### config.mk
export PLATFORM = sky130hd
export DESIGN_NAME = grtr_cfg
export DESIGN_NICKNAME = d
export VERILOG_FILES = /design/src/rtl/core/grtr_pkg.sv /design/src/rtl/core/grtr_cfg.sv
export SDC_FILE = /design/constraint.sdc
export NUM_CORES = 1
export LEC_CHECK = 0
export ABC_CLOCK_PERIOD_IN_PS = 1240
export BUFFER_PORTS_ARGS = -buffer_cell sky130_fd_sc_hd__buf_2
export CORE_MARGIN = 2
export CORE_UTILIZATION = 35
export CTS_CLUSTER_SIZE = 40
export DETAILED_ROUTE_END_ITERATION = 8
export PLACE_DENSITY = 0.75
export SLEW_MARGIN = 20
export SYNTH_ARGS = -nofsm -noshare
export SYNTH_HDL_FRONTEND = slang
export SYNTH_SLANG_ARGS = --single-unit
### constraint.sdc
create_clock -name i_clk -period 1.24 [get_ports i_clk]
set_input_delay 0.062 -clock i_clk [delete_from_list [all_inputs] [get_ports i_clk]]
set_output_delay 0.062 -clock i_clk [all_outputs]
set_load 0.05 [all_outputs]
### src/rtl/core/grtr_pkg.sv
`default_nettype none
package grtr_pkg;

    localparam int SOURCE_DEPTH = 8192;
    localparam int RAMP_DEPTH   = 4096;
    localparam int STORE_WORDS  = 3 * SOURCE_DEPTH;

    localparam int ADDR_W     = $clog2(STORE_WORDS);
    localparam int CNT_W      = 16;
    localparam int BYTES_W    = 2;
    localparam int SAMPLE_W   = 16;
    localparam int IDX_W      = 12;
    localparam int POINTS_W   = 13;
    localparam int STATUS_W   = 2;
    localparam int TRIPLE_W   = CNT_W + 2;
    localparam int LO_W       = $clog2(SOURCE_DEPTH);
    localparam int DEN_W      = $clog2(RAMP_DEPTH);
    localparam int FRAC_W     = 16;
    localparam int NUM_W      = IDX_W + LO_W;
    localparam int DIV_W      = ((NUM_W + FRAC_W + 1) / 2) * 2;
    localparam int DIV_STEPS  = DIV_W / 2;
    localparam int DIV_CNT_W  = $clog2(DIV_STEPS);
    localparam int PADDR_W    = 3;
    localparam int PDATA_W    = 32;

    localparam logic CMD_LOAD  = 1'b0;
    localparam logic CMD_QUERY = 1'b1;

    localparam logic [STATUS_W-1:0] ST_OK         = 2'd0;
    localparam logic [STATUS_W-1:0] ST_BAD_CFG    = 2'd1;
    localparam logic [STATUS_W-1:0] ST_RANGE      = 2'd2;
    localparam logic [STATUS_W-1:0] ST_INCOMPLETE = 2'd3;

    localparam logic REG_ENTRY_COUNT = 1'b0;
    localparam logic REG_ENTRY_BYTES = 1'b1;

    localparam logic [BYTES_W-1:0] BYTES_ONE = 2'd1;
    localparam logic [BYTES_W-1:0] BYTES_TWO = 2'd2;

    typedef struct packed {
        logic                cmd;
        logic [SAMPLE_W-1:0] sample;
        logic [IDX_W-1:0]    out_index;
    } t_item;

    typedef struct packed {
        logic [SAMPLE_W-1:0] red;
        logic [SAMPLE_W-1:0] green;
        logic [SAMPLE_W-1:0] blue;
        logic [STATUS_W-1:0] status;
        logic [POINTS_W-1:0] ramp_points;
    } t_result;

    typedef struct packed {
        logic       load;
        logic       query;
        logic       div_step;
        logic       rd_a;
        logic       rd_b;
        logic       mul;
        logic       acc;
        logic       emit;
        logic [1:0] chan;
    } t_cmd;

    typedef struct packed {
        logic query_ok;
    } t_stat;

endpackage
`default_nettype wire

### src/rtl/core/grtr_cfg.sv
`default_nettype none
module grtr_cfg
    import grtr_pkg::*;
(
    input  wire logic               i_clk,
    input  wire logic               i_rst_n,
    input  wire logic               psel,
    input  wire logic               penable,
    input  wire logic               pwrite,
    input  wire logic [PADDR_W-1:0] paddr,
    input  wire logic [PDATA_W-1:0] pwdata,
    output logic      [PDATA_W-1:0] prdata,
    output logic                    pready,
    output logic      [CNT_W-1:0]   o_entry_count,
    output logic      [BYTES_W-1:0] o_entry_bytes,
    output logic                    o_cfg_wr
);

    logic [CNT_W-1:0]   r_count;
    logic [BYTES_W-1:0] r_bytes;
    logic               wr;

    assign pready = 1'b1;
    assign wr     = psel & penable & pwrite;

    always_ff @(posedge i_clk) begin
        if (!i_rst_n) begin
            r_count <= CNT_W'(256);
            r_bytes <= BYTES_TWO;
        end else if (wr) begin
            unique case (paddr[2])
                REG_ENTRY_COUNT: r_count <= pwdata[CNT_W-1:0];
                REG_ENTRY_BYTES: r_bytes <= pwdata[BYTES_W-1:0];
                default: ;
            endcase
        end
    end

    always_comb begin
        unique case (paddr[2])
            REG_ENTRY_COUNT: prdata = {{(PDATA_W-CNT_W){1'b0}}, r_count};
            REG_ENTRY_BYTES: prdata = {{(PDATA_W-BYTES_W){1'b0}}, r_bytes};
            default:         prdata = '0;
        endcase
    end

    assign o_entry_count = r_count;
    assign o_entry_bytes = r_bytes;
    assign o_cfg_wr      = wr;

endmodule
`default_nettype wire

### Yosys cells after proc, flatten, opt, wreduce, memory -nomap -nowiden

Index checks and enable logic that the tools add are counted.

| cells by class | value |
|---|---|
| multiplexer cells | 1 |
| bitwise gates (word level) | 3 |
| reduce and logical (&&, ||, !) cells | 2 |

Operators with widths:

| kind | number |
|---|---|
| one-hot mux 32 bit (2 select lines) | 1 |
| AND reduction 2 bit | 2 |
| bitwise AND 1 bit | 2 |
| NOT 1 bit | 1 |

| storage, ports and cells | value |
|---|---|
| register bits after elaboration | 18 |
| word-level logic and storage cells | 8 |

### Depth between registers and ports, before layout

| logic depth | value |
|---|---|
| word-level depth | 3 |
| mapped depth | 5 |
| depth with buffers taken out | 2 |

### Worst setup path after synthesis

Ideal clock, no wire load.

| timing | value |
|---|---|
| path kind | register to output |
| start point | register r_count[10], in the netlist o_entry_count[10] |
| end point | output port prdata[10] |
| arrival | 1410 ps |
| required time | 1178 ps |
| path slack | -232 ps |
| cell stages (with the launch flop) | 2 |
| cell sequence | dfxtp_1 > nor2b_1 |

| on the way | value |
|---|---|
| longest elaborated chain between the ends | 1 |

Ends and longest elaborated chain:

| what | line | text |
|---|---|---|
| start, declared | grtr_cfg.sv:19 | `logic [CNT_W-1:0] r_count;` |
| start signal, assigned | grtr_cfg.sv:32 | `REG_ENTRY_COUNT: r_count <= pwdata[CNT_W-1:0];` |
| one-hot mux 32 bit (2 select lines) | grtr_cfg.sv:40 | `unique case (paddr[2])` |
| end, declared | grtr_cfg.sv:12 | `output logic [PDATA_W-1:0] prdata,` |

Every way passes these cells. The select of a mux whose other input is x is not followed.

### Worst setup path in the final report

| timing | value |
|---|---|
| start point | register r_count[0], in the netlist o_entry_count[0] |
| end point | output port prdata[0] |

Same word-level chain as after synthesis.

==> run_results.csv <==
group,metric,value,unit
status,outcome,"finished with violations",
status,violations,"design-rule violations",
synthesis,yosysTopAreaCellShare,34.2,%
place,placed_area,1330,µm²
routing,drc,6,
critical_path,required,1.18,ns
floorplan,start_util,37.6,%
synthesis,synthTopCellsByArea,"dfxtp_1 34%, mux2i_1 17%, buf_4 12%",
job,drv_cap,0,
place,place_congestion,0.646,
synthesis,synthXorXnorAreaFrac,0,%
critical_path,arrival,1.12,ns
power_and_ir_drop,power_density,922,nW/µm²
cts,cts_tree,"done",
global_routing,grt-ovfl-total,0,
cts,ctsResizeCount,0,
floorplan,num_rows,19,
routing,dr.pass1.iters,6,
finish,n_antenna_cell,0,
worst_hold_path,min_path_type,"in -> reg",
critical_path,crit_chain,"mux2_2, buf_2",
routing,detail-route-antenna-nets,0,
synthesis,synth_common_cells,"31 x nand2_1, 18 x dfxtp_1, 18 x mux2i_1",
critical_path,cp_max_fo,3,
floorplan,dieWidth,58.9,µm
critical_path,crit_buf_inv,1,
finish,syn_to_final_growth,38.4,%
critical_path,end_kind,"primary output",
timing,setup_tns,0,ns
synthesis,synth_cells,117,
synthesis,synth_adder_area_share,0,%
critical_path,crit_slowest_cell,"dfxtp_1",
global_routing,grt_antenna_before_repair,0,
cts,root_buffer,"clkbuf_4",
cts,htreeDepth,1,
synthesis,yosysSeqAreaShare,34.2,%
timing,min_period,1.18,ns
floorplan,coreArea,2810,µm²
routing,vias,901,
cts,cts_buffers,3,
timing,finalMaxSlewViolations,0,
synthesis,synth_compound_area_share,0,%
synthesis,synth-edff-count,0,
timing,rsz0062_at_grt,"false",
power_and_ir_drop,irDropWorstVdd,0.444,mV
finish,final_core_util,52.1,%
floorplan,fp.dieH,58.9,µm
critical_path,critPathTopFamily,"flip-flops",
finish,postLayoutCellArea,1460,µm²
global_routing,grt_pass1_vias,816,
critical_path,start_kind,"register",
floorplan,dieArea,3470,µm²
synthesis,synth_top_family_by_area,"simple AND/OR/NAND/NOR gates",
cts,clkTransAtPathRegs,0.11,ns
timing,setup_viol,0,
timing,hold_violations,0,
synthesis,synth_top_cell_by_area,"dfxtp_1",
finish,drive_gt1_share,44.1,%
routing,drtIter0Drc,34,
cts,cts_max_path_buffers,2,
finish,final.fill_count,273,
synthesis,synth.avg_cell_area,9.02,µm²
finish,fin_nets,220,
synthesis,synth_cell_types,16,
critical_path,r2r_slack,0.53,ns
global_routing,grt_pass1_wl,3540,µm
timing,fin_crit_sh,95.0,%
synthesis,ys.flop_type,"dfxtp_1",
cts,cts_sinks,18,
synthesis,async_reset_ff_share,0,%
routing,vias_per_cell,4.29,
power_and_ir_drop,p_leak,0.739,nW
global_routing,grt_usage,13.5,%
synthesis,synthMuxAreaShare,19.2,%
cts,post_cts_buffers,0,
timing,fin_skew,0,ns
critical_path,worstSetupPathType,"reg -> out",
timing,max_freq,849,MHz
power_and_ir_drop,power,1.35,mW
timing,hold_slack,0.00891,ns
synthesis,synth.most_common_cell,"nand2_1",
floorplan,ios,92,
place,hpwl,1650,µm
synthesis,ys_ff_latch,18,
synthesis,synth-simple-area-share,24.9,%
place,numPortBuffers,56,
critical_path,critPathMaxStageDelay,0.34,ns
cts,clk_latency,0.30,ns
synthesis,syn-cell-area,1050,µm²
global_routing,grt_max_degree,19,
routing,routedWlPerCell,10.9,µm
synthesis,synth_warnings,0,
routing,drt-total-wl,2290,µm
per-stage QoR:
stage	setup WS (ns)	cells
finish	0.0615	210
global route	0.0192	210
CTS	0.0387	210
detailed placement	0.203	197
global placement	0.235	197
floorplan	-0.0102	132
per-layer routing:
layer,vias to the layer above,routed length [µm],GRT usage [%]
li1,461,-,-
met1,392,992,15.8
met2,44,1080,24.1
met3,4,187,2.20
met4,0,34,5.84
met5,-,0,0
placed cells by master, fill, tap and decap left out, drive strengths merged, types with 2 or more instances in the layout:
| master | n |
|---|---|
| buf | 59 |
| and2b | 5 |
| nor2b | 13 |
| dlygate4sd3 | 9 |
| clkbuf | 4 |
| conb | 17 |
| mux2i | 18 |
| mux2 | 2 |
| dfxtp | 18 |
| nand2 | 31 |
final timing paths:
path	start	end	cells past startpoint
worst min-delay path	pwdata[12]	o_entry_count[12]$_SDFFE_PN0P_	3
worst max register to register	o_entry_count[8]$_SDFFE_PN1P_	o_entry_count[8]$_SDFFE_PN1P_	2
worst max-delay path	o_entry_count[0]$_SDFFE_PN0P_	prdata[0]	2
worst min register to register	o_entry_count[4]$_SDFFE_PN0P_	o_entry_count[4]$_SDFFE_PN0P_	2
area by class of cell:
| class | count | area, µm² | area share [%] |
|---|---|---|---|
| flip-flops and latches | 18 | 360 | 24.7 |
| well taps | 31 | 38.8 | 2.66 |
| multi-input cells | 89 | 594 | 40.7 |
| clock buffers | 4 | 36.3 | 2.49 |
| repair buffers | 68 | 430 | 29.5 |
power breakdown:
| part | internal, mW | switching (mW) |
|---|---|---|
| clock network | 0.179 | 0.185 |
| registers | 0.591 | 0.00911 |
| logic | 0.107 | 0.276 |
kinds of logic after synthesis:
group,after synthesis
and+or+nand+nor,52
DFF,18
muxes,20
buffers and inverters,25
other,2
tightest hold or removal path, delay by kind of cell:
kind                   cells  cell delay [ns]
AND/OR/NAND/NOR            1             0.05
multiplexers               1             0.05
buffers and inverters      1             0.10
timing repair:
| item | 4_1_cts | 5_1_grt |
|---|---|---|
| hold endpoints to repair | 9 | 0 |
| endpoints found under the setup margin | 0 | 0 |
| hold buffers | 9 | 0 |
state kept, by name, summed over array words and instances, names as in the netlist:
name           flops
o_entry_bytes      2
o_entry_count     16
No activity file was read; power rests on OpenSTA's default activity.
