===== config.mk =====
export PLATFORM = sky130hd
export DESIGN_NAME = grtr_ctrl
export DESIGN_NICKNAME = d
export VERILOG_FILES = /design/src/rtl/core/grtr_pkg.sv /design/src/rtl/core/grtr_ctrl.sv
export SDC_FILE = /design/constraint.sdc
export NUM_CORES = 1
export LEC_CHECK = 0
export ABC_AREA = 1
export BUFFER_PORTS_ARGS = -buffer_cell sky130_fd_sc_hd__buf_2
export CAP_MARGIN = 20
export CORE_UTILIZATION = 30
export CTS_CLUSTER_DIAMETER = 40
export DETAILED_ROUTE_END_ITERATION = 12
export PLACE_DENSITY = 0.47
export SYNTH_ARGS = -nofsm -noshare
export SYNTH_HDL_FRONTEND = slang
export SYNTH_SLANG_ARGS = --single-unit
export TNS_END_PERCENT = 50

===== constraint.sdc =====
create_clock -name i_clk -period 2.2 [get_ports i_clk]
set_input_delay 0.55 -clock i_clk [delete_from_list [all_inputs] [get_ports i_clk]]
set_output_delay 0.55 -clock i_clk [all_outputs]
set_load 0.01 [all_outputs]

===== src/rtl/core/grtr_pkg.sv =====
`default_nettype none
package grtr_pkg;

    localparam int SOURCE_DEPTH = 8192;
    localparam int RAMP_DEPTH   = 4096;
    localparam int STORE_WORDS  = 3 * SOURCE_DEPTH;

    localparam int ADDR_W     = $clog2(STORE_WORDS);
    localparam int CNT_W      = 16;
    localparam int BYTES_W    = 2;
    localparam int SAMPLE_W   = 16;
    localparam int IDX_W      = 12;
    localparam int POINTS_W   = 13;
    localparam int STATUS_W   = 2;
    localparam int TRIPLE_W   = CNT_W + 2;
    localparam int LO_W       = $clog2(SOURCE_DEPTH);
    localparam int DEN_W      = $clog2(RAMP_DEPTH);
    localparam int FRAC_W     = 16;
    localparam int NUM_W      = IDX_W + LO_W;
    localparam int DIV_W      = ((NUM_W + FRAC_W + 1) / 2) * 2;
    localparam int DIV_STEPS  = DIV_W / 2;
    localparam int DIV_CNT_W  = $clog2(DIV_STEPS);
    localparam int PADDR_W    = 3;
    localparam int PDATA_W    = 32;

    localparam logic CMD_LOAD  = 1'b0;
    localparam logic CMD_QUERY = 1'b1;

    localparam logic [STATUS_W-1:0] ST_OK         = 2'd0;
    localparam logic [STATUS_W-1:0] ST_BAD_CFG    = 2'd1;
    localparam logic [STATUS_W-1:0] ST_RANGE      = 2'd2;
    localparam logic [STATUS_W-1:0] ST_INCOMPLETE = 2'd3;

    localparam logic REG_ENTRY_COUNT = 1'b0;
    localparam logic REG_ENTRY_BYTES = 1'b1;

    localparam logic [BYTES_W-1:0] BYTES_ONE = 2'd1;
    localparam logic [BYTES_W-1:0] BYTES_TWO = 2'd2;

    typedef struct packed {
        logic                cmd;
        logic [SAMPLE_W-1:0] sample;
        logic [IDX_W-1:0]    out_index;
    } t_item;

    typedef struct packed {
        logic [SAMPLE_W-1:0] red;
        logic [SAMPLE_W-1:0] green;
        logic [SAMPLE_W-1:0] blue;
        logic [STATUS_W-1:0] status;
        logic [POINTS_W-1:0] ramp_points;
    } t_result;

    typedef struct packed {
        logic       load;
        logic       query;
        logic       div_step;
        logic       rd_a;
        logic       rd_b;
        logic       mul;
        logic       acc;
        logic       emit;
        logic [1:0] chan;
    } t_cmd;

    typedef struct packed {
        logic query_ok;
    } t_stat;

endpackage
`default_nettype wire


===== src/rtl/core/grtr_ctrl.sv =====
`default_nettype none
module grtr_ctrl
    import grtr_pkg::*;
(
    input  wire logic  i_clk,
    input  wire logic  i_rst_n,
    input  wire logic  i_start,
    input  wire logic  i_cmd,
    input  wire t_stat i_stat,
    output logic       o_busy,
    output t_cmd       o_cmd
);

    localparam logic [2:0] S_IDLE = 3'd0;
    localparam logic [2:0] S_DIV  = 3'd1;
    localparam logic [2:0] S_RA   = 3'd2;
    localparam logic [2:0] S_RB   = 3'd3;
    localparam logic [2:0] S_MUL  = 3'd4;
    localparam logic [2:0] S_ACC  = 3'd5;
    localparam logic [2:0] S_EMIT = 3'd6;

    logic [2:0]           r_state, n_state;
    logic [DIV_CNT_W-1:0] r_cnt, n_cnt;
    logic [1:0]           r_chan, n_chan;
    logic                 accept;

    assign o_busy = (r_state != S_IDLE);
    assign accept = i_start & ~o_busy;

    always_comb begin
        n_state = r_state;
        n_cnt   = r_cnt;
        n_chan  = r_chan;
        o_cmd   = '0;
        o_cmd.chan = r_chan;
        unique case (r_state)
            S_IDLE: begin
                o_cmd.load  = accept & (i_cmd == CMD_LOAD);
                o_cmd.query = accept & (i_cmd == CMD_QUERY);
                if (o_cmd.query && i_stat.query_ok) begin
                    n_state = S_DIV;
                    n_cnt   = '0;
                end
            end
            S_DIV: begin
                o_cmd.div_step = 1'b1;
                n_cnt = r_cnt + 1'b1;
                if (r_cnt == DIV_CNT_W'(DIV_STEPS - 1)) begin
                    n_state = S_RA;
                    n_chan  = '0;
                end
            end
            S_RA: begin
                o_cmd.rd_a = 1'b1;
                n_state = S_RB;
            end
            S_RB: begin
                o_cmd.rd_b = 1'b1;
                n_state = S_MUL;
            end
            S_MUL: begin
                o_cmd.mul = 1'b1;
                n_state = S_ACC;
            end
            S_ACC: begin
                o_cmd.acc = 1'b1;
                if (r_chan == 2'd2) begin
                    n_state = S_EMIT;
                end else begin
                    n_chan  = r_chan + 1'b1;
                    n_state = S_RA;
                end
            end
            S_EMIT: begin
                o_cmd.emit = 1'b1;
                n_state = S_IDLE;
            end
            default: n_state = S_IDLE;
        endcase
    end

    always_ff @(posedge i_clk) begin
        if (!i_rst_n) begin
            r_state <= S_IDLE;
            r_cnt   <= '0;
            r_chan  <= '0;
        end else begin
            r_state <= n_state;
            r_cnt   <= n_cnt;
            r_chan  <= n_chan;
        end
    end

endmodule
`default_nettype wire


* After elaboration in Yosys (flattened, before gate mapping) *
Cells that the tools add are included.

word-level totals
  flip-flop bits (word level) = 10
  latch bits = 0
  RAM bits = 0
  memory bits (read-only) = 0
  input port bits = 5
  output and inout port bits = 11
  word-level logic and storage cells = 45
  memories kept = 0

operators by class
  $add $sub $neg = 2
  $mul = 0
  div/mod/pow operators = 0
  $lt $le $gt $ge = 0
  equality and inequality tests = 11
  shifts and indexed selects = 0
  muxes and demuxes = 16
  bitwise gates (word level) = 5
  reduce and logical (&&, ||, !) cells = 8

operators with widths
  operator                                        number
  case mux 3 bit (6 select lines)                 1
  case mux 5 bit (2 select lines)                 1
  == test 3 bit (second input constant)           3
  two-way mux 3 bit                               3
  == test 3 x 2 -> 1 bit (second input constant)  2
  two-way mux 1 bit                               6
  two-way mux 2 bit                               3
  inequality test 2 bit (second input constant)   3
  adder 5 x 1 -> 5 bit (second input constant)    1
  == test 5 bit (second input constant)           1
  two-way mux 5 bit                               1
  case mux 2 bit (2 select lines)                 1
  AND reduction 2 bit                             2
  nonzero test 2 bit                              2
  AND 1 bit                                       3
  == test 3 x 1 -> 1 bit (second input constant)  1
  logical NOT 3 bit                               1
  AND reduction 3 bit                             1
  nonzero test 3 bit                              1
  adder 2 x 1 -> 2 bit (second input constant)    1
  == test 2 bit (second input constant)           1
  NOT 1 bit                                       2
  logical AND 1 bit                               1

* Depth between registers and ports, before layout *
Gate-level depths: netlist of run 1.

  depth in word-level cells = 7
  gate-level depth with buffers = 7
  gate-level depth less buffers = 7

* Worst setup path after synthesis of run 1 *
Ideal clock, no wire load.

  kind = flip-flop to output port
  from = register r_state[0]
  to = output port o_cmd[8] (netlist bit)
  arrival = 0.944 ns
  data required time = 1.650 ns
  setup slack = 0.706 ns
  stages on the path, launching flop included = 6
  path buffers = 0
  path through = dfxtp_1 -> nor2_1 -> nand2_1 -> nor2_2 -> inv_1 -> nor2_1

RTL lines
  item                    RTL line         text
  from (decl)             grtr_ctrl.sv:22  logic [2:0] r_state, n_state;
  from (signal assigned)  grtr_ctrl.sv:88  r_state <= n_state;
  to (decl)               grtr_ctrl.sv:11  output t_cmd o_cmd

==> results of run 1 <==
==> how the worst max path moves through the flow <==
stage          startpoint  endpoint  slack, ps  cells after the start
6_report       r_state[0]  o_cmd[9]        340                      6
3_5_place_dp      i_start  o_cmd[9]        580                      6
5_1_grt        r_state[0]  o_cmd[9]        210                      6
3_3_place_gp      i_start  o_cmd[8]        620                      6
4_1_cts        r_state[0]  o_cmd[9]        320                      6
2_1_floorplan  r_state[0]  o_cmd[8]        710                      5
==> metal layers <==
metal | GRT usage | vias to the layer above | routed length (um)
met5 | 0 | - | 0
met4 | 0.0706 | 0 | 0
met3 | 0.0353 | 0 | 54
met2 | 0.189 | 15 | 544
met1 | 0.212 | 260 | 715
li1 | - | 324 | -
==> logic make-up (layout without fill, tap and decap cells) <==
logic type	after synthesis	count (layout)
flops	10	10
xor+xnor	1	1
simple gates	40	40
compound gates	17	17
fa+ha+maj	3	3
buf+inv	17	36
==> flip-flops by register name (all words and copies together) (netlist names) <==
register,flops
r_chan,2
r_cnt,5
r_state,3
==> through the flow <==
step,utilization,hold WS (ps),setup WS [ps]
after floorplan,-,480,706
after global placement,0.392,478,618
after detailed placement,0.392,484,583
after CTS,0.413,500,317
after global routing,0.413,536,208
final,0.413,498,339
==> Yosys cell counts <==
cell	n	area, um^2
nand2_1	10	37.5
or2_2	1	6.26
xor2_1	1	8.76
inv_2	4	15.0
ha_1	3	37.5
o21ai_1	3	15.0
inv_1	13	48.8
o211ai_1	1	7.51
nand2_2	2	12.5
nor2_4	1	11.3
nand3_2	1	10.0
dfxtp_1	10	200
nor2_1	11	41.3
o21ai_2	1	8.76
nor2_2	2	12.5
nand3_1	11	55.1
o21ai_0	1	5.00
nor3_1	1	5.00
a21oi_1	11	55.1
==> worst register-to-register path, stage by stage (launching register included) <==
cell and delay, ps:
dfxtp_1 380, inv_1 60, ha_1 210, a21oi_1 280, nand2_2 90, o21ai_1 120
nor2_1 40
==> power groups by stage <==
stage | sequential [uW] | combinational, uW | clock [uW]
global route | 194 | 66.8 | 195
CTS | 192 | 59.4 | 176
floorplan | 196 | 38.4 | 0
detailed placement | 197 | 59.1 | 0
finish | 192 | 58.2 | 174
global placement | 197 | 58.7 | 0
==> final cells by class <==
class                      count  area, um^2
fill                         207        1050
multi-input combinational     61         329
timing repair buffer          15        75.1
tap                           25        31.3
inverter                      17        63.8
sequential                    10         200
clock buffer                   4        36.3
==> summary.txt, run 1 <==
Hold path
  – Hold Path Stages: 2
  – Tightest Hold Check Type: reg2reg
  – Hold Path End: r_chan[1]
  – Hold_sp: r_chan[1]

Synth
  – Mux share of post-synthesis cell area: 0
  – Cells after Synth: 88
  – Post-Synth XOR/XNOR Area: 0.0148
  – Syn_nets: 96
  – Adder-Cell Fraction of Synth Area: 0.0633
  – Post-synthesis compound-gate area fraction: 0.154
  – Sequential share of the synthesized area: 0.338
  – Post-Syn Area per Cell: 6.74 um^2
  – Synth warnings: 0
  – Yosys cell types: 19
  – Synth Area in Simple Gates: 0.323
  – Combinational family with the most area after synthesis: simple AND/OR/NAND/NOR gates
  – Yosys reg bits: 10
  – Post-Syn Area: 593 um^2

Die
  – Die area: 2160 um^2
  – DIE HEIGHT: 46.5 um
  – CORE AREA: 1780 um^2
  – Die W: 46.5 um
  – Initial Util: 0.333
  – IO Pins: 16
  – # rows: 15

Cells and area
  – # diodes: 0
  – Cell area after layout: 736 um^2
  – Share of cells above drive strength 1: 0.290
  – Commonest non-fill, non-tap cell in the layout: buf_2
  – Commonest non-fill, non-tap cells in the layout: 15 x buf_2, 13 x inv_1, 11 x nor2_1, 11 x nand3_1, 11 x a21oi_1
  – Layout area overhead: 24.1%
  – Final net count: 116
  – Cell Count, Final, Fillers Out: 132

GRT
  – First-pass GRT wire length: 2150 um
  – Antenna violations before repair: 0
  – GRT overflow: 0
  – Overall Global Routing Usage: 0.144
  – Largest net degree at the start of global routing: 9
  – Vias in the first global route: 488

Timing
  – Final min period: 1860 ps
  – Setup TNS: 0 ps
  – Slew margin rel.: 0.809
  – Max-slew violations: 0
  – Unrepaired setup endpoints after global routing: no
  – Final hold violations: 0
  – Fin crit share: 0.846
  – Final setup fails: 0
  – Slew @ Worst Pin: 286 ps
  – Fmax: 537 MHz
  – Clk_skew: 0.683 ps

Worst setup path
  – WP data arrival: 1310 ps
  – Startpoint Class: register
  – CP peak stage delay: 370 ps
  – Required time of the critical path: 1650 ps
  – R2R depth: 6
  – Kind of critical path: reg2out
  – CP max stage cell: dfxtp_1
  – Reg-to-reg startpoint: r_chan[0]
  – Critical Path End Type: output pin
  – CP cell instances: nor2_1, nand2_1, nor2_2, inv_1, nor2_1, buf_2
  – Crit path top cell by count: nor2_1
  – Buf/Inv on CP: 2
  – RR Endpoint: r_chan[0]
  – Crit Path Max Fanout: 7
  – Register-to-register setup slack: 930 ps
  – Top delay family on crit path: simple AND/OR/NAND/NOR gates

Clock network
  – # resized after CTS: 0
  – # Post-CTS Setup Buffers: 0
  – Bufs on Longest Clock Path: 2
  – Clk_lat worst skew: 270 ps
  – Clk slew on worst S/H paths: 80 ps
  – TritonCTS clock tree: done
  – Root Buffer: clkbuf_4
  – CTS buffer count: 3
  – Number of H-tree levels: 1
  – Post-CTS Hold Buffers: 0
  – Clock sinks: 10

Placed design
  – DP HPWL: 990 um
  – Port-buffer cells: 15
  – Gpl congestion: 0.727
  – Placed instance area: 699 um^2
  – Placed Cells incl. Taps: 128

Pwr
  – P_sw: 117 uW
  – Combinational group share of total power: 0.137
  – PD cells: 577 nW/um^2
  – Total power: 425 uW
  – Sw Share: 0.276
  – Pint: 307 uW
  – Max IR drop VDD: 0.267 mV
  – Clock Power Share: 0.410
  – Flop pwr share: 0.453
  – Lkg Pwr: 0.000375 uW

Drt
  – Avg WL per Cell: 9.95 um
  – WL final: 1310 um
  – Vias/cell: 4.54
  – Pre-Repair DR Iteration Count: 4
  – DRC violations left: 0
  – Post-route ant nets: 0
  – Initial drt markers: 7
  – Vias: 599

Job
  – Max-Cap Viols: 0

Outcome
  – Status: finished clean
(Power assumes the default switching activity.)
==> inputs of run 2 (changes only) <==
--- a/config.mk
+++ b/config.mk
@@ -11,7 +11,7 @@
 export CORE_UTILIZATION = 30
 export CTS_CLUSTER_DIAMETER = 40
 export DETAILED_ROUTE_END_ITERATION = 12
-export PLACE_DENSITY = 0.47
+export PLACE_DENSITY = 0.48
 export SYNTH_ARGS = -nofsm -noshare
 export SYNTH_HDL_FRONTEND = slang
 export SYNTH_SLANG_ARGS = --single-unit
==> constraint.sdc (replaced) <==
create_clock -name i_clk -period 1.5 [get_ports i_clk]
set_input_delay 0.375 -clock i_clk [delete_from_list [all_inputs] [get_ports i_clk]]
set_output_delay 0.375 -clock i_clk [all_outputs]
set_load 0.01 [all_outputs]
==> run 2 against run 1 <==
  * Global-route usage increased by 1.2 points
  * Largest cell class unchanged
  * Worst hold slack got worse by 110 ps
  * Critical path depth unchanged
  * Highest routed layer is now met4
  * Die area unchanged
  * Sequential power increased by 46%
  * Sequential cell count unchanged
  * Cell area increased by 17%
  * The flow now finishes with violations (setup timing)
  * Sequential share of layout area decreased by 2.9 points
  * Via count increased by 8.0%
  * Clock skew increased by 0.78 ps
==> summary.txt, run 2 (synthesis results as in run 1) <==
Outcome
  – Status: finished with violations
  – Failing checks: setup timing

Worst setup path
  – WP data arrival: 1200 ps
  – Crit Path Max Fanout: 5
  – Critical Path End Type: output pin
  – Startpoint Class: register
  – CP peak stage delay: 370 ps
  – CP cell instances: nor2_4, nand2_2, nor2_2, inv_1, nor2_1, buf_2
  – Kind of critical path: reg2out
  – Required time of the critical path: 1120 ps
  – CP max stage cell: dfxtp_4

Die
  – IO Pins: 16
  – Initial Util: 0.333
  – CORE AREA: 1780 um^2
  – # rows: 15
  – Die W: 46.5 um
  – Die area: 2160 um^2
  – DIE HEIGHT: 46.5 um

Placed design
  – Gpl congestion: 0.755
  – DP HPWL: 990 um
  – Pre-CTS setup slack: 131 ps
  – Port-buffer cells: 15

Cells and area
  – Final net count: 127
  – Commonest non-fill, non-tap cells in the layout: 13 x inv_1, 13 x buf_2, 11 x nand3_1, 11 x a21oi_1
  – Layout Utilization: 0.481
  – Layout area overhead: 44.7%
  – Most flop-heavy register: r_cnt
  – Largest registers: r_cnt (5), r_state (3), r_chan (2)
  – # diodes: 0
  – Share of cells above drive strength 1: 0.398
  – Number of flip-flops in the largest register: 5

Hold path
  – Tightest Hold Check Type: in2reg

Timing
  – Slew @ Worst Pin: 290 ps
  – Final min period: 1570 ps
  – Fin crit share: 1.05
  – Final setup fails: 3
  – Unrepaired setup endpoints after global routing: yes
  – Clk_skew: 1.46 ps
  – Final hold violations: 0
  – Fmax: 637 MHz
  – Setup TNS: -169 ps
  – Slew margin rel.: 0.807
  – Setup ws final: -70.3 ps
  – Worst hold margin: 392 ps
  – Max-slew violations: 0

Clock network
  – Bufs on Longest Clock Path: 2
  – Clk slew on worst S/H paths: 60 ps
  – Clk_lat worst skew: 260 ps
  – Post-CTS Hold Buffers: 0
  – TritonCTS clock tree: done
  – Root Buffer: clkbuf_4
  – CTS buffer count: 3
  – Clock sinks: 10
  – Number of H-tree levels: 1

Drt
  – WL final: 1440 um
  – Post-route ant nets: 0
  – DRC violations left: 0
  – Initial drt markers: 8
  – Vias: 647
  – Vias/cell: 4.52
  – Avg WL per Cell: 10.0 um
  – Pre-Repair DR Iteration Count: 4

Pwr
  – Max IR drop VDD: 0.458 mV
  – Total power: 652 uW
  – Lkg Pwr: 0.000437 uW
  – PD cells: 760 nW/um^2

GRT
  – Antenna violations before repair: 0
  – Largest net degree at the start of global routing: 8
  – First-pass GRT wire length: 2310 um
  – Overall Global Routing Usage: 0.156
  – Vias in the first global route: 542
  – GRT overflow: 0

Job
  – Max-Cap Viols: 0
==> run 2: cell count changes in the layout (fill, tap and decap cells not counted), moves of 2 or more <==
cell | previous run | this run
buf_2 | 15 | 13
buf_6 | 0 | 3
dfxtp_4 | 0 | 2
buf_4 | 0 | 10
dfxtp_1 | 10 | 7
==> run 2: path summary, 6_finish.rpt <==
check               end  slack (ps)  depth (start not counted)  startpoint
min reg2reg   r_chan[1]         490                          2   r_chan[1]
min          r_state[0]         390                          3     i_rst_n
max reg2reg  r_state[0]         150                          9  r_state[0]
max            o_cmd[9]         -70                          6  r_state[1]
==> run 2: timing repair <==
action,in CTS,in global routing
pin swaps,3,5
gates cloned,0,0
endpoints found under the setup margin,4,6
gates resized for setup,7,5
buffers inserted,6,4
==> run 2: per-stage QoR <==
| stage | instances | cell area [um^2] |
|---|---|---|
| floorplan | 88 | 593 |
| global placement | 129 | 707 |
| detailed placement | 129 | 707 |
| CTS | 139 | 805 |
| global route | 143 | 858 |
| finish | 143 | 858 |
==> run 2: layout make-up <==
type	instances	area (um^2)
fillers	199	925
multi-input cells	61	344
flip-flops and latches	10	209
repair buffers	26	174
inverters	17	63.8
clock buffers	4	36.3
well taps	25	31.3
==> run 2: layer usage <==
metal / vias up / wire length, um / track usage
met2: 13 / 696 / 0.244
met1: 291 / 682 / 0.194
met4: 0 / 13 / 0.0882
li1: 341 / - / -
met5: - / 0 / 0
met3: 2 / 44 / 0.0353
==> run 2: critical path: cells and delay by family, from the launching register on <==
family        cells  cell delay [ps]
buf+inv           2              190
flops             1              370
simple gates      4              390
==> run 2: where the power goes <==
group | internal [uW] | leakage, uW | switching [uW]
sequential | 271 | 0.0000829 | 9.42
clock | 147 | 0.0000210 | 90.0
combinational | 67.0 | 0.000333 | 67.4
total | 485 | 0.000437 | 167
